==> config.mk <==
export PLATFORM = sky130hd
export DESIGN_NAME = fcfs_sjf_job_dispatcher_core
export DESIGN_NICKNAME = d
export VERILOG_FILES = /design/src/hdl/fsjd_pkg.sv /design/src/hdl/fsjd_ram.sv /design/src/hdl/fsjd_front.sv /design/src/hdl/fsjd_div.sv /design/src/hdl/fsjd_back.sv /design/src/hdl/fcfs_sjf_job_dispatcher_core.sv
export SDC_FILE = /design/constraint.sdc
export NUM_CORES = 1
export LEC_CHECK = 0
export ABC_AREA = 0
export BUFFER_PORTS_ARGS = -buffer_cell sky130_fd_sc_hd__buf_2
export CAP_MARGIN = 25
export CORE_ASPECT_RATIO = 1.2
export CORE_UTILIZATION = 45
export DETAILED_ROUTE_END_ITERATION = 8
export PLACE_DENSITY = 0.57
export SETUP_SLACK_MARGIN = 0.02
export SLEW_MARGIN = 20
export SYNTH_ARGS = -nofsm -noshare
export SYNTH_HDL_FRONTEND = slang
export SYNTH_SLANG_ARGS = --single-unit
==> constraint.sdc <==
create_clock -name clk_i -period 4.31 [get_ports clk_i]
set_input_delay 0.2155 -clock clk_i [delete_from_list [all_inputs] [get_ports clk_i]]
set_output_delay 0.2155 -clock clk_i [all_outputs]
set_load 0.05 [all_outputs]
==> src/hdl/fsjd_pkg.sv <==
`timescale 1ns / 1ps
`default_nettype none
// ----------------------------------------------------------------------------
// fsjd_pkg
// Types and fixed constants shared by the job dispatcher modules.
// ----------------------------------------------------------------------------
package fsjd_pkg;

  localparam int unsigned JOB_W       = 8;
  localparam int unsigned LEN_W       = 12;
  localparam int unsigned OUT_TIME_W  = 16;
  localparam int unsigned WT_W        = 24;
  localparam int unsigned QFRAC_W     = 8;
  localparam int unsigned CFG_IDX_W   = 2;
  localparam int unsigned CFG_DATA_W  = 16;
  localparam int unsigned FRONT_DEPTH = 2;
  localparam int unsigned FRONT_PTR_W = 1;
  localparam int unsigned FRONT_CNT_W = 2;

  localparam logic [CFG_IDX_W-1:0] REG_POLICY     = 2'd0;
  localparam logic [CFG_IDX_W-1:0] REG_START_TIME = 2'd1;

  localparam logic [WT_W-1:0] WT_MAX = '1;

  typedef enum logic {
    KIND_TICK   = 1'b0,
    KIND_ARRIVE = 1'b1
  } kind_e;

  typedef enum logic [1:0] {
    STAT_NONE     = 2'd0,
    STAT_DISPATCH = 2'd1,
    STAT_ACCEPT   = 2'd2,
    STAT_DROP     = 2'd3
  } status_e;

  typedef struct packed {
    kind_e             kind;
    logic [JOB_W-1:0]  job_id;
    logic [LEN_W-1:0]  run_length;
  } item_t;

  typedef struct packed {
    logic                  valid;
    logic [CFG_IDX_W-1:0]  index;
    logic [CFG_DATA_W-1:0] data;
  } cfg_t;

  typedef struct packed {
    status_e               status;
    logic [JOB_W-1:0]      out_job;
    logic [OUT_TIME_W-1:0] start_at;
    logic [OUT_TIME_W-1:0] wait_ticks;
    logic [OUT_TIME_W-1:0] turnaround;
    logic [WT_W-1:0]       weighted_turnaround_q8;
  } result_t;

endpackage
`default_nettype wire

==> src/hdl/fsjd_ram.sv <==
`timescale 1ns / 1ps
`default_nettype none
// ----------------------------------------------------------------------------
// fsjd_ram
// Generic single write port, single read port RAM with registered read.
// ----------------------------------------------------------------------------
module fsjd_ram #(
  parameter int unsigned WIDTH = 8,
  parameter int unsigned DEPTH = 16
) (
  input  wire logic                     clk_i,
  input  wire logic                     we_i,
  input  wire logic [$clog2(DEPTH)-1:0] waddr_i,
  input  wire logic [WIDTH-1:0]         wdata_i,
  input  wire logic [$clog2(DEPTH)-1:0] raddr_i,
  output logic      [WIDTH-1:0]         rdata_o
);

  logic [WIDTH-1:0] mem_q [DEPTH];

  always_ff @(posedge clk_i) begin
    if (we_i) begin
      mem_q[waddr_i] <= wdata_i;
    end
    rdata_o <= mem_q[raddr_i];
  end

endmodule
`default_nettype wire

==> src/hdl/fsjd_front.sv <==
`timescale 1ns / 1ps
`default_nettype none
// ----------------------------------------------------------------------------
// fsjd_front
// Input side: takes items, tags them as tick or arrival and holds them in a
// two-entry queue in front of the dispatch engine.
// ----------------------------------------------------------------------------
module fsjd_front (
  input  wire logic                      clk_i,
  input  wire logic                      rst_ni,
  input  wire logic                      push,
  output logic                           full,
  input  wire logic                      action_i,
  input  wire logic [fsjd_pkg::JOB_W-1:0] job_id_i,
  input  wire logic [fsjd_pkg::LEN_W-1:0] run_length_i,
  output fsjd_pkg::item_t                item_o,
  output logic                           item_valid_o,
  input  wire logic                      item_take_i
);
  import fsjd_pkg::*;

  item_t                  fifo_q [FRONT_DEPTH];
  logic [FRONT_PTR_W-1:0] wr_ptr_q, rd_ptr_q;
  logic [FRONT_CNT_W-1:0] cnt_q;
  logic                   wr_en, rd_en;
  item_t                  in_item;

  assign full         = (cnt_q == FRONT_CNT_W'(FRONT_DEPTH));
  assign item_valid_o = (cnt_q != '0);
  assign wr_en        = push && !full;
  assign rd_en        = item_take_i && item_valid_o;
  assign item_o       = fifo_q[rd_ptr_q];

  always_comb begin
    in_item.kind       = kind_e'(action_i);
    in_item.job_id     = job_id_i;
    in_item.run_length = run_length_i;
  end

  always_ff @(posedge clk_i or negedge rst_ni) begin
    if (!rst_ni) begin
      wr_ptr_q <= '0;
      rd_ptr_q <= '0;
      cnt_q    <= '0;
    end else begin
      if (wr_en) begin
        wr_ptr_q <= wr_ptr_q + FRONT_PTR_W'(1);
      end
      if (rd_en) begin
        rd_ptr_q <= rd_ptr_q + FRONT_PTR_W'(1);
      end
      case ({wr_en, rd_en})
        2'b10:   cnt_q <= cnt_q + FRONT_CNT_W'(1);
        2'b01:   cnt_q <= cnt_q - FRONT_CNT_W'(1);
        default: cnt_q <= cnt_q;
      endcase
    end
  end

  always_ff @(posedge clk_i) begin
    if (wr_en) begin
      fifo_q[wr_ptr_q] <= in_item;
    end
  end

endmodule
`default_nettype wire

==> src/hdl/fsjd_div.sv <==
`timescale 1ns / 1ps
`default_nettype none
// ----------------------------------------------------------------------------
// fsjd_div
// Restoring divider, one quotient bit per cycle, quotient saturated to the
// weighted turnaround width.
// ----------------------------------------------------------------------------
module fsjd_div #(
  parameter int unsigned DVD_W = 24
) (
  input  wire logic                       clk_i,
  input  wire logic                       rst_ni,
  input  wire logic                       start_i,
  input  wire logic [DVD_W-1:0]           dividend_i,
  input  wire logic [fsjd_pkg::LEN_W-1:0] divisor_i,
  output logic                            done_o,
  output logic [fsjd_pkg::WT_W-1:0]       quotient_o
);
  import fsjd_pkg::*;

  localparam int unsigned CNT_W = $clog2(DVD_W + 1);
  localparam int unsigned QX_W  = (DVD_W > WT_W) ? DVD_W : WT_W;

  logic [LEN_W-1:0] rem_q;
  logic [LEN_W-1:0] dsr_q;
  logic [DVD_W-1:0] quo_q;
  logic [CNT_W-1:0] cnt_q;
  logic             busy_q, done_q;

  logic [LEN_W:0]   rem_sh, rem_nx;
  logic             ge;
  logic [QX_W-1:0]  q_ext;

  assign rem_sh = {rem_q, quo_q[DVD_W-1]};
  assign ge     = (rem_sh >= {1'b0, dsr_q});
  assign rem_nx = ge ? (rem_sh - {1'b0, dsr_q}) : rem_sh;

  assign q_ext      = QX_W'(quo_q);
  assign quotient_o = (q_ext > QX_W'(WT_MAX)) ? WT_MAX : WT_W'(q_ext);
  assign done_o     = done_q;

  always_ff @(posedge clk_i or negedge rst_ni) begin
    if (!rst_ni) begin
      busy_q <= 1'b0;
      done_q <= 1'b0;
      cnt_q  <= '0;
      rem_q  <= '0;
      dsr_q  <= '0;
      quo_q  <= '0;
    end else if (start_i) begin
      busy_q <= 1'b1;
      done_q <= 1'b0;
      cnt_q  <= '0;
      rem_q  <= '0;
      dsr_q  <= divisor_i;
      quo_q  <= dividend_i;
    end else if (busy_q) begin
      rem_q <= LEN_W'(rem_nx);
      quo_q <= {quo_q[DVD_W-2:0], ge};
      cnt_q <= cnt_q + CNT_W'(1);
      if (cnt_q == CNT_W'(DVD_W - 1)) begin
        busy_q <= 1'b0;
        done_q <= 1'b1;
      end
    end
  end

endmodule
`default_nettype wire

==> src/hdl/fsjd_back.sv <==
`timescale 1ns / 1ps
`default_nettype none
// ----------------------------------------------------------------------------
// fsjd_back
// Dispatch engine: waiting table in RAM, arrival append, FCFS/SJF scan,
// entry removal by copy-down sweep, divider for weighted turnaround and the
// result register.
// ----------------------------------------------------------------------------
module fsjd_back #(
  parameter int unsigned QUEUE_DEPTH = 16,
  parameter int unsigned TIME_BITS   = 16
) (
  input  wire logic              clk_i,
  input  wire logic              rst_ni,
  input  wire fsjd_pkg::cfg_t    cfg_i,
  input  wire fsjd_pkg::item_t   item_i,
  input  wire logic              item_valid_i,
  output logic                   item_take_o,
  input  wire logic              res_pop_i,
  output fsjd_pkg::result_t      res_o,
  output logic                   res_valid_o
);
  import fsjd_pkg::*;

  localparam int unsigned IDX_W = $clog2(QUEUE_DEPTH);
  localparam int unsigned CNT_W = $clog2(QUEUE_DEPTH + 1);
  localparam int unsigned ENT_W = JOB_W + LEN_W + TIME_BITS;
  localparam int unsigned SUM_W = ((TIME_BITS > LEN_W) ? TIME_BITS : LEN_W) + 1;
  localparam int unsigned DVD_W = TIME_BITS + QFRAC_W;
  localparam logic [TIME_BITS-1:0] TIME_MAX = '1;

  typedef enum logic [2:0] {
    ST_IDLE,
    ST_SCAN,
    ST_CHECK,
    ST_SHIFT,
    ST_DIV
  } state_e;

  state_e               state_q;
  logic                 policy_q;
  logic [TIME_BITS-1:0] cur_q, busy_q;
  logic [CNT_W-1:0]     count_q, rd_idx_q, cmp_idx_q, lim_q;
  logic                 rd_vld_q;
  logic [IDX_W-1:0]     best_idx_q;
  logic [JOB_W-1:0]     best_id_q;
  logic [LEN_W-1:0]     best_len_q;
  logic [TIME_BITS-1:0] best_arr_q, wait_q, turn_q;
  result_t              res_q;
  logic                 res_vld_q;

  logic                 ram_we;
  logic [IDX_W-1:0]     ram_waddr;
  logic [ENT_W-1:0]     ram_wdata, ram_rdata;
  logic [JOB_W-1:0]     rd_id;
  logic [LEN_W-1:0]     rd_len;
  logic [TIME_BITS-1:0] rd_arr;
  logic [CNT_W-1:0]     shift_dst;
  logic                 issue, room, srv_free, future_job, div_start, div_done;
  logic [TIME_BITS-1:0] wait_c, turn_c, busy_c, cur_inc;
  logic [SUM_W-1:0]     turn_sum, busy_sum;
  logic [WT_W-1:0]      div_quo;

  assign rd_id  = ram_rdata[ENT_W-1 -: JOB_W];
  assign rd_len = ram_rdata[TIME_BITS +: LEN_W];
  assign rd_arr = ram_rdata[TIME_BITS-1:0];

  assign item_take_o = (state_q == ST_IDLE) && item_valid_i && !res_vld_q;
  assign room        = (count_q < CNT_W'(QUEUE_DEPTH));
  assign srv_free    = (cur_q >= busy_q) && (count_q != '0);
  assign future_job  = (best_arr_q > cur_q);
  assign issue       = ((state_q == ST_SCAN) || (state_q == ST_SHIFT)) && (rd_idx_q < lim_q);
  assign shift_dst   = cmp_idx_q - CNT_W'(1);

  assign wait_c   = cur_q - best_arr_q;
  assign turn_sum = SUM_W'(wait_c) + SUM_W'(best_len_q);
  assign turn_c   = (turn_sum > SUM_W'(TIME_MAX)) ? TIME_MAX : TIME_BITS'(turn_sum);
  assign busy_sum = SUM_W'(cur_q) + SUM_W'(best_len_q);
  assign busy_c   = (busy_sum > SUM_W'(TIME_MAX)) ? TIME_MAX : TIME_BITS'(busy_sum);
  assign cur_inc  = (cur_q == TIME_MAX) ? cur_q : cur_q + TIME_BITS'(1);

  assign div_start = (state_q == ST_CHECK) && !future_job;

  always_comb begin
    ram_we    = 1'b0;
    ram_waddr = count_q[IDX_W-1:0];
    ram_wdata = {item_i.job_id, item_i.run_length, cur_q};
    if (item_take_o && (item_i.kind == KIND_ARRIVE) && room) begin
      ram_we = 1'b1;
    end else if ((state_q == ST_SHIFT) && rd_vld_q) begin
      ram_we    = 1'b1;
      ram_waddr = shift_dst[IDX_W-1:0];
      ram_wdata = ram_rdata;
    end
  end

  fsjd_ram #(
    .WIDTH (ENT_W),
    .DEPTH (QUEUE_DEPTH)
  ) u_table (
    .clk_i   (clk_i),
    .we_i    (ram_we),
    .waddr_i (ram_waddr),
    .wdata_i (ram_wdata),
    .raddr_i (rd_idx_q[IDX_W-1:0]),
    .rdata_o (ram_rdata)
  );

  fsjd_div #(
    .DVD_W (DVD_W)
  ) u_div (
    .clk_i      (clk_i),
    .rst_ni     (rst_ni),
    .start_i    (div_start),
    .dividend_i ({turn_c, QFRAC_W'(0)}),
    .divisor_i  (best_len_q),
    .done_o     (div_done),
    .quotient_o (div_quo)
  );

  always_ff @(posedge clk_i or negedge rst_ni) begin
    if (!rst_ni) begin
      state_q    <= ST_IDLE;
      policy_q   <= 1'b0;
      cur_q      <= '0;
      busy_q     <= '0;
      count_q    <= '0;
      rd_idx_q   <= '0;
      cmp_idx_q  <= '0;
      lim_q      <= '0;
      rd_vld_q   <= 1'b0;
      best_idx_q <= '0;
      best_id_q  <= '0;
      best_len_q <= '0;
      best_arr_q <= '0;
      wait_q     <= '0;
      turn_q     <= '0;
      res_q      <= '0;
      res_vld_q  <= 1'b0;
    end else begin
      if (res_pop_i && res_vld_q) begin
        res_vld_q <= 1'b0;
      end

      case (state_q)
        ST_IDLE: begin
          if (item_take_o) begin
            if (item_i.kind == KIND_ARRIVE) begin
              res_q     <= '{status: (room ? STAT_ACCEPT : STAT_DROP), default: '0};
              res_vld_q <= 1'b1;
              if (room) begin
                count_q <= count_q + CNT_W'(1);
              end
            end else if (srv_free) begin
              state_q  <= ST_SCAN;
              rd_idx_q <= '0;
              rd_vld_q <= 1'b0;
              lim_q    <= policy_q ? count_q : CNT_W'(1);
            end else begin
              res_q     <= '0;
              res_vld_q <= 1'b1;
              cur_q     <= cur_inc;
            end
          end
        end

        ST_SCAN: begin
          // one read in flight; compare lands in the cycle after its address
          rd_vld_q  <= issue;
          cmp_idx_q <= rd_idx_q;
          if (issue) begin
            rd_idx_q <= rd_idx_q + CNT_W'(1);
          end
          if (rd_vld_q && ((cmp_idx_q == '0) || (rd_len < best_len_q))) begin
            best_idx_q <= cmp_idx_q[IDX_W-1:0];
            best_id_q  <= rd_id;
            best_len_q <= rd_len;
            best_arr_q <= rd_arr;
          end
          if (!issue && !rd_vld_q) begin
            state_q <= ST_CHECK;
          end
        end

        ST_CHECK: begin
          if (future_job) begin
            res_q     <= '0;
            res_vld_q <= 1'b1;
            cur_q     <= cur_inc;
            state_q   <= ST_IDLE;
          end else begin
            wait_q   <= wait_c;
            turn_q   <= turn_c;
            busy_q   <= busy_c;
            rd_idx_q <= CNT_W'(best_idx_q) + CNT_W'(1);
            rd_vld_q <= 1'b0;
            lim_q    <= count_q;
            state_q  <= ST_SHIFT;
          end
        end

        ST_SHIFT: begin
          // copy entries above the chosen one down by one slot
          rd_vld_q  <= issue;
          cmp_idx_q <= rd_idx_q;
          if (issue) begin
            rd_idx_q <= rd_idx_q + CNT_W'(1);
          end
          if (!issue && !rd_vld_q) begin
            state_q <= ST_DIV;
          end
        end

        ST_DIV: begin
          if (div_done) begin
            res_q.status     <= STAT_DISPATCH;
            res_q.out_job    <= best_id_q;
            res_q.start_at   <= OUT_TIME_W'(cur_q);
            res_q.wait_ticks <= OUT_TIME_W'(wait_q);
            res_q.turnaround <= OUT_TIME_W'(turn_q);
            res_q.weighted_turnaround_q8 <= (best_len_q == '0) ? WT_MAX : div_quo;
            res_vld_q <= 1'b1;
            count_q   <= count_q - CNT_W'(1);
            cur_q     <= cur_inc;
            state_q   <= ST_IDLE;
          end
        end

        default: begin
          state_q <= ST_IDLE;
        end
      endcase

      if (cfg_i.valid) begin
        case (cfg_i.index)
          REG_POLICY:     policy_q <= cfg_i.data[0];
          REG_START_TIME: cur_q    <= TIME_BITS'(cfg_i.data);
          default:        ;
        endcase
      end
    end
  end

  assign res_o       = res_q;
  assign res_valid_o = res_vld_q;

endmodule
`default_nettype wire

==> src/hdl/fcfs_sjf_job_dispatcher_core.sv <==
`timescale 1ns / 1ps
`default_nettype none
// ----------------------------------------------------------------------------
// fcfs_sjf_job_dispatcher_core
// Non-preemptive single-server job dispatcher, FCFS or SJF selection.
//
//   channel  | direction | handshake          | beat
//   ---------+-----------+--------------------+-------------------------------
//   input    | in        | push / full        | action, job_id, run_length
//   result   | out       | empty / pop        | status, job, times, wt Q8
//   config   | in        | cfg_valid / ready  | register index, write data
//
// An arrival is handled in the engine's idle state after the 2-entry queue.
// A tick with nothing to dispatch is also handled there. A dispatching tick
// makes S table reads for the scan (1 for FCFS, waiting count for SJF),
// then copies R entries down through the single RAM port while the
// bit-serial weighted turnaround divider runs beside it.
// A tick whose chosen job is stamped after the current time ends in ST_CHECK.
// The engine starts a new item only when the result register is empty.
// Reset clears all control state; the table needs no clearing.
// ----------------------------------------------------------------------------
module fcfs_sjf_job_dispatcher_core #(
  parameter int unsigned QUEUE_DEPTH = 16,
  parameter int unsigned TIME_BITS   = 16
) (
  input  wire logic                            clk_i,
  input  wire logic                            rst_ni,
  input  wire logic                            push,
  output logic                                 full,
  input  wire logic                            action_i,
  input  wire logic [fsjd_pkg::JOB_W-1:0]      job_id_i,
  input  wire logic [fsjd_pkg::LEN_W-1:0]      run_length_i,
  output logic                                 empty,
  input  wire logic                            pop,
  output logic [1:0]                           status_o,
  output logic [fsjd_pkg::JOB_W-1:0]           out_job_o,
  output logic [fsjd_pkg::OUT_TIME_W-1:0]      start_at_o,
  output logic [fsjd_pkg::OUT_TIME_W-1:0]      wait_ticks_o,
  output logic [fsjd_pkg::OUT_TIME_W-1:0]      turnaround_o,
  output logic [fsjd_pkg::WT_W-1:0]            weighted_turnaround_q8_o,
  input  wire logic                            cfg_valid_i,
  output logic                                 cfg_ready_o,
  input  wire logic [fsjd_pkg::CFG_IDX_W-1:0]  cfg_index_i,
  input  wire logic [fsjd_pkg::CFG_DATA_W-1:0] cfg_wdata_i
);
  import fsjd_pkg::*;

  item_t   item;
  logic    item_valid, item_take;
  cfg_t    cfg;
  result_t res;
  logic    res_valid;

  assign cfg_ready_o = 1'b1;

  always_comb begin
    cfg.valid = cfg_valid_i;
    cfg.index = cfg_index_i;
    cfg.data  = cfg_wdata_i;
  end

  fsjd_front u_front (
    .clk_i        (clk_i),
    .rst_ni       (rst_ni),
    .push         (push),
    .full         (full),
    .action_i     (action_i),
    .job_id_i     (job_id_i),
    .run_length_i (run_length_i),
    .item_o       (item),
    .item_valid_o (item_valid),
    .item_take_i  (item_take)
  );

  fsjd_back #(
    .QUEUE_DEPTH (QUEUE_DEPTH),
    .TIME_BITS   (TIME_BITS)
  ) u_back (
    .clk_i        (clk_i),
    .rst_ni       (rst_ni),
    .cfg_i        (cfg),
    .item_i       (item),
    .item_valid_i (item_valid),
    .item_take_o  (item_take),
    .res_pop_i    (pop),
    .res_o        (res),
    .res_valid_o  (res_valid)
  );

  assign empty                    = !res_valid;
  assign status_o                 = res.status;
  assign out_job_o                = res.out_job;
  assign start_at_o               = res.start_at;
  assign wait_ticks_o             = res.wait_ticks;
  assign turnaround_o             = res.turnaround;
  assign weighted_turnaround_q8_o = res.weighted_turnaround_q8;

endmodule
`default_nettype wire

==> metrics.md, run 1 <==
| Metric | Value |
|---|---|
| Setup crit start kind | `flip-flop` |
| Fraction of layout instances using a drive strength above 1 | `22.8%` |
| Final setup vio count | `0` |
| CTS buffer count | `92` |
| H-tree levels | `3` |
| Via count | `22700` |
| Tcrit/Tclk final | `approximately 95%` |
| Min Hold Slack | `0.0589 ns` |
| Nets | `2919` |
| Pwr dens | `740 nW/um^2` |
| Netlist Area Pre-Place | `38800 um^2` |
| Req. time, crit path | `4.87 ns` |
| WL per Instance | `25.0 um` |
| Clock Root Buffer | `clkbuf_16` |
| Worst slew pin tran | `~1.1 ns` |
| Status | `finished, final reports clean` |
| 1st-pass router iterations | `9` |
| Reg2Reg Depth | `18` |
| Synth Flop Type | `edfxtp_1` |
| WS Path Type | `reg -> reg` |
| Avg Cell Area, Syn | `15.3 um^2` |
| Vias in the first global route | `23100` |
| Die width | `270 um` |
| Number of placement rows | `117` |
| CP Capture Type | `flip-flop` |
| Number of remaining DRC errors | `0` |
| Port Buf Inserts | `about 130` |
| Dpl hpwl | `60900 um` |
| Max Fanout on Critical Path | `10` |
| Clk slew on worst S/H paths | `about 0.06 ns` |
| Sequential fraction of the synthesis area | `67.1%` |
| GPL Wtd Cong | `0.878` |
| Largest net degree at the start of global routing | `between 100 and 150` |
| Gr usage total | `23.1%` |
| Global route overflow | `0` |
| CTS tree | `yes` |
| Ys Warns | `0` |
| Initial antenna violation count | `0` |
| Clock buffer depth | `3` |
| Initial Util | `a little under half` |
| Area growth from synthesis to layout | `16.3%` |
| Crit path DAT | `4.64 ns` |
| Post-synthesis register bit count | `925` |
| Final worst path period need | `4.08 ns` |
| Pins Over Slew Limit | `0` |
| Min-delay worst type | `in -> async` |
| VDD IR max | `0.691 mV` |
| Power Total | `0.0334 W` |
| Inst Count DP | `3758` |
| Clk_skew | `0.0249 ns` |
| Cells after Synth | `2534` |
| Post-DRT Antenna Nets | `0` |
| Leakage | `around 17 nW` |
| First-pass GRT wire length | `149000 um` |
| Max Clk Rate | `about 250 MHz` |
| Final Hold Violating Endpoints | `0` |
| N_diodes | `0` |
| IO Pins | `roughly 130` |
| Filler cells | `between 7000 and 8000` |
| Total wire length | `99700 um` |
| Syn Nets | `2675` |
| EDFF count, synth | `slightly above 600` |
| Reg2reg setup slack | `0.23 ns` |
| Clock Latency Late Sink | `approximately 0.67 ns` |
| Drt initial violations | `1960` |
| Relative slew margins | `27.4%` |
| Netlist cell types | `between 70 and 80` |
| Maxcap violations | `0` |
| Die area | `87500 um^2` |
| Core area | `between 80000 and 90000 um^2` |
| Clock Sinks | `925` |
| Reg-to-reg endpoint | `u_back.turn_q[3]` |
| Via-per-instance ratio | `around 5.7` |
| DIE HEIGHT | `324 um` |
| Asr flop ratio synth | `29.3%` |
| Worst R2R Start | `u_back.best_arr_q[0]` |
| Non-Filler Instances | `between 3000 and 4000` |
==> flip-flops by register name, indices dropped and copies added, names as in the netlist, 8 cells and up <==
name	cells
u_back.best_arr_q	16
u_back.best_id_q	8
u_back.best_len_q	12
u_back.busy_q	16
u_back.cur_q	16
u_back.res_o	82
u_back.turn_q	16
u_back.u_div.dsr_q	12
u_back.u_div.q_ext	24
u_back.u_div.rem_q	12
u_back.u_table.mem_q	576
u_back.u_table.rdata_o	36
u_back.wait_q	16
u_front.fifo_q	42
==> metal layers <==
| layer | up-vias | routed length, um | part of all wire, % | GRT usage [%] |
|---|---|---|---|---|
| met2 | 666 | 50400 | 51 | 39.8 |
| met5 | - | 0 | 0 | 0 |
| met1 | 11700 | 41200 | 41 | 29.9 |
| li1 | 10200 | - | - | - |
| met4 | 0 | 3310 | 3.3 | 8.83 |
| met3 | 142 | 4720 | 4.7 | 2.80 |
==> worst max-delay path: stages (launching register included) <==
cell and delay, ns:
dfrtp_1 0.38, ha_1 0.24, fa_1 0.41, nand2b_1 0.18, a21o_1 0.18, and2b_1 0.18, o21bai_1 0.12, a21oi_1 0.09
xnor2_1 0.25, ha_1 0.31, a21o_1 0.22, a21oi_2 0.17, nand2_1 0.07, o21a_1 0.19, a31o_2 0.29, nand3_2 0.17
o31ai_4 0.11, buf_4 0.24, o22a_1 0.17
==> metrics by stage <==
step | TNS [ns] | instance area (um^2) | setup WS [ns] | utilization, %
2_1_floorplan | 0 | 38800 | 0.357 | -
3_3_place_gp | 0 | 41500 | 0.00740 | 48.7
3_5_place_dp | -0.897 | 41500 | -0.0543 | 48.7
4_1_cts | 0 | 45000 | 0.0318 | 52.9
5_1_grt | -0.00131 | 45200 | -0.00131 | 53.0
6_report | 0 | 45200 | 0.233 | 53.0
==> cell type report <==
type                            count  area, um^2  share of cell area [%]
Clock buffer                      123        2610                    5.78
Clock inverter                     49         529                    1.17
Inverter                           94         353                   0.781
Multi-Input combinational cell   1392       12200                    27.0
Sequential cell                   925       26100                    57.7
Tap cell                         1130        1410                    3.13
Timing Repair Buffer              273        2010                    4.45
==> cells by family (layout without fill, tap and decap cells) <==
logic type               Yosys count  in the layout  share of synthesized area, %
AO/OA/AOI/OAI                    437            438                          7.16
XOR/XNOR                          59             59                          1.33
adder cells (fa/ha/maj)           97             97                          3.22
buffers and inverters            218            539                          2.12
flip-flops                       925            925                          67.1
multiplexers                     279            279                          13.1
other                              1              1                       0.00965
AND/OR/NAND/NOR                  518            518                          5.95
==> synth_stat cells (13+ instances only) <==
cell	number	area, um^2
edfxtp_1	618	18600
dfrtp_1	271	6780
nand2_1	246	923
mux4_2	180	4050
o21ai_0	160	801
nor2_1	120	450
clkbuf_1	107	402
inv_1	94	353
ha_1	92	1150
a21oi_1	86	430
mux2i_1	55	551
mux2_2	44	495
xnor2_1	44	385
dfxtp_1	36	721
a22o_1	33	289
a21o_1	23	173
nor3_1	23	115
nand3_1	22	110
nand2b_1	16	100
o21a_1	16	120
o22a_1	15	131
xor2_1	15	131
a2bb2oi_1	14	123
a31oi_1	14	87.6
buf_1	14	52.6
nor2b_1	14	87.6
nor4_1	13	81.3
==> report_power, final <==
group          switching (W)  internal, W
Clock                0.00348      0.00477
Sequential           0.00124       0.0116
Combinational        0.00740      0.00490
Total                 0.0121       0.0213
==> how the worst max path moves through the flow <==
stage / startpoint / depth (start not counted) / to / slack, ns
floorplan: u_back.cur_q[0] / 19 / u_back.u_div.q_ext[17] / 0.36
global placement: u_back.cur_q[0] / 18 / u_back.turn_q[6] / 0.007
detailed placement: u_back.cur_q[0] / 18 / u_back.turn_q[7] / -0.05
CTS: u_back.best_arr_q[0] / 17 / u_back.turn_q[10] / 0.03
global route: u_back.cur_q[0] / 19 / u_back.turn_q[3] / -0.001
finish: u_back.best_arr_q[0] / 18 / u_back.turn_q[3] / 0.23
==> placed cells by master (no fill, tap or decap), types with 15 or more instances in the layout <==
cell type	instances
o21ai_0	160
mux2i_1	55
nand2b_1	16
nand2_1	246
xnor2_1	44
a21o_1	23
dfxtp_1	36
edfxtp_1	618
o21a_1	16
dfrtp_1	266
ha_1	92
mux2_2	44
o22a_1	15
mux4_2	180
nand3_1	20
inv_1	94
a21oi_1	80
xor2_1	15
clkbuf_1	15
nor2_1	102
a22o_1	33
clkinv_2	19
buf_4	81
clkbuf_16	95
nor3_1	23
nor2_4	17
buf_2	130
dlygate4sd3_1	41
==> repair_timing <==
action | in CTS | in global routing
endpoints found under the hold margin | 116 | 0
pin swaps | 0 | 4
setup endpoints to repair | 28 | 32
gates resized for setup | 1 | 3
hold buffers | 41 | 0
cloned | 1 | 0
setup buffers | 0 | 4
Power figures use the tool's default switching activity.
==> run 2: changes to the inputs <==
ABC_AREA = 1   (was 0)
CELL_PAD_IN_SITES_DETAIL_PLACEMENT = 1   (was default)
CELL_PAD_IN_SITES_GLOBAL_PLACEMENT = 1   (was default)
PLACE_DENSITY = 0.69   (was 0.57)
==> metrics.md, run 2 <==
| Metric | Value |
|---|---|
| Dpl hpwl | `76200 um` |
| Drt initial violations | `2198` |
| Post-synthesis register bit count | `925` |
| Final setup vio count | `0` |
| Relative slew margins | `27.2%` |
| Final Hold Violating Endpoints | `0` |
| Area growth from synthesis to layout | `15.3%` |
| Asr flop ratio synth | `29.3%` |
| Largest net degree at the start of global routing | `195` |
| Crit-path cells | `inv_1 -> fa_1 -> o21ai_2 -> a21o_1 -> a31oi_1 -> xnor2_1 -> ha_1 -> nand2_1 -> inv_1 -> a21oi_1 -> o21ai_0 -> a31oi_1 -> nor2_1 -> nand3_2 -> inv_1 -> o21ai_0 -> nand2_1` |
| Met2 WL | `63600 um` |
| Via-per-instance ratio | `5.67` |
| H-tree levels | `3` |
| Met1 Routed Length | `52000 um` |
| Number of placement rows | `120` |
| Leakage | `roughly 19 nW` |
| Die area | `91900 um^2` |
| Avg Cell Area, Syn | `10.8 um^2` |
| Via count | `29500` |
| Min-delay worst type | `in -> reg` |
| Crit path DAT | `4.28 ns` |
| Worst path max stage delay | `0.48 ns` |
| Initial antenna violation count | `1` |
| Worst slew pin tran | `1.09 ns` |
| Max Fanout on Critical Path | `14` |
| 1st-pass router iterations | `5` |
| RSZ-0062 raised after global routing | `false` |
| Reg with most FFs | `u_back.u_table.mem_q` |
| Top cell type's share of synthesized area | `45.5%` |
| CTS tree | `yes` |
| Clock Latency Late Sink | `0.65 ns` |
| Maxcap violations | `0` |
| Final WS setup | `between 0.5 and 0.6 ns` |
| WL per Instance | `~24 um` |
| Wire length on met3 | `between 5000 and 6000 um` |
| CTS buffer count | `93` |
| Syn Nets | `3903` |
| DIE HEIGHT | `332 um` |
| Status | `finished, final reports clean` |
| Filler cells | `9486` |
| Synth Flop Type | `edfxtp_1` |
| EDFF count, synth | `618` |
| Cell repeated most along the worst path | `inv_1` |
| Tcrit/Tclk final | `between 80% and 90%` |
| IO Pins | `129` |
| N_diodes | `0` |
| Top sig layer | `met4` |
| Max Clk Rate | `266 MHz` |
| Most common cell in the netlist | `nand2_1` |
| Number of remaining DRC errors | `0` |
| WS Path Type | `reg -> reg` |
| Nets | `4101` |
| Most common cell after layout, fill and taps aside | `nand2_1` |
| Sequential fraction of the synthesis area | `63.9%` |
| Pins Over Slew Limit | `0` |
| Most frequent cells in the layout | `728 x nand2_1, 618 x edfxtp_1, 363 x nor2_1, 346 x o21ai_0, 265 x dfrtp_1` |
| Clk slew on worst S/H paths | `0.06 ns` |
| Setup crit start kind | `flip-flop` |
| Post-DRT Antenna Nets | `0` |
| Initial Util | `between 40% and 50%` |
| Clock Root Buffer | `clkbuf_16` |
| VDD IR max | `0.660 mV` |
| Clock buffer depth | `3` |
| Core area | `89500 um^2` |
| Pwr dens | `846 nW/um^2` |
| Clock Sinks | `925` |
| Final TNS setup | `0 ns` |
| Netlist Area Pre-Place | `40800 um^2` |
| Post-synth top cells | `729 x nand2_1, 618 x edfxtp_1, 383 x nor2_1` |
| Cells after Synth | `between 3000 and 4000` |
| Fraction of layout instances using a drive strength above 1 | `~11%` |
| Gr usage total | `between 20% and 30%` |
| Power Total | `approximately 0.04 W` |
| First-pass GRT wire length | `189000 um` |
| Cell type with the highest aggregate area in the netlist | `edfxtp_1` |
| Req. time, crit path | `4.83 ns` |
| Pre-CTS WS | `0.418 ns` |
| Vias in the first global route | `30600` |
| Final worst path period need | `about 3.8 ns` |
| Synth top area cells | `edfxtp_1 45%, dfrtp_1 17%, nand2_1 6.7%` |
| Total wire length | `125000 um` |
| Global route overflow | `0` |
| Clk_skew | `around 0.014 ns` |
| Max reg flops | `576` |
| Critical path's slowest cell | `dfrtp_2` |
| Port Buf Inserts | `127` |
| Die width | `between 200 and 300 um` |
| CP Capture Type | `flip-flop` |
| Netlist cell types | `between 50 and 60` |
| Ys Warns | `0` |
| GPL Wtd Cong | `0.896` |
## run 2: per-layer routing
metal,vias up,GRT usage [%]
met5,-,0
met4,0,8.83
met3,204,3.20
met2,723,47.9
met1,14900,34.3
li1,13600,-
## run 2: critical path: cells and delay by family, from the launching register on
| kind | cells | cell delay (ns) |
|---|---|---|
| buffers and inverters | 3 | 0.29 |
| flip-flops | 1 | 0.48 |
| AO/OA/AOI/OAI | 7 | 1.22 |
| AND/OR/NAND/NOR | 4 | 0.58 |
| XOR/XNOR | 1 | 0.24 |
| adder cells (fa/ha/maj) | 2 | 0.79 |
## run 2: final timing paths
kind,startpoint,end,slack [ns],cells past startpoint
max,u_back.cur_q[1],u_back.u_div.q_ext[20],0.55,17
min,push,u_front.wr_ptr_q,0.17,3
max reg2reg,u_back.cur_q[1],u_back.u_div.q_ext[20],0.55,17
min reg2reg,u_back.best_id_q[3],u_back.best_id_q[3],0.47,2
max in group asynchronous,rst_ni,u_back.res_o[56],3.07,3
min in group asynchronous,rst_ni,u_back.res_o[13],0.18,2
## run 2: metrics by stage
step           cells  cell area, um^2  hold WS (ns)  utilization, %
2_1_floorplan   3762            40800       -0.0801               -
3_3_place_gp    4981            43500         0.297            48.6
3_5_place_dp    4981            43500         0.299            48.6
4_1_cts         5196            47000         0.131            52.6
5_1_grt         5197            47000         0.198            52.6
6_report        5197            47000         0.165            52.6
## run 2: what timing repair did
action	4_1_cts	5_1_grt
gates resized for setup	0	1
setup buffers	0	0
hold buffers	42	0
endpoints found under the setup margin	0	4
hold endpoints to repair	154	0
## run 2: cell type report
class | count | area (um^2) | area share [%]
Tap cell | 1159 | 1450 | 3.08
Inverter | 266 | 1000 | 2.13
Sequential cell | 925 | 26100 | 55.4
Clock buffer | 128 | 2660 | 5.66
Timing Repair Buffer | 297 | 2310 | 4.91
Multi-Input combinational cell | 2377 | 13100 | 27.8
Clock inverter | 45 | 477 | 1.01
## run 2: cell families after synthesis
| group | Yosys count | synth area share, % |
|---|---|---|
| fa+ha+maj | 97 | 3.07 |
| buf+inv | 460 | 4.48 |
| simple gates | 1346 | 13.4 |
| mux | 118 | 2.90 |
| compound gates | 760 | 11.1 |
| xor+xnor | 55 | 1.18 |
| other cells | 1 | 0.00919 |
| flops | 925 | 63.9 |
## run 2: where the power goes
part           switching [W]  internal [W]  total (W)
sequential           0.00115        0.0122     0.0134
combinational         0.0126       0.00556     0.0181
clock                0.00345       0.00486    0.00831
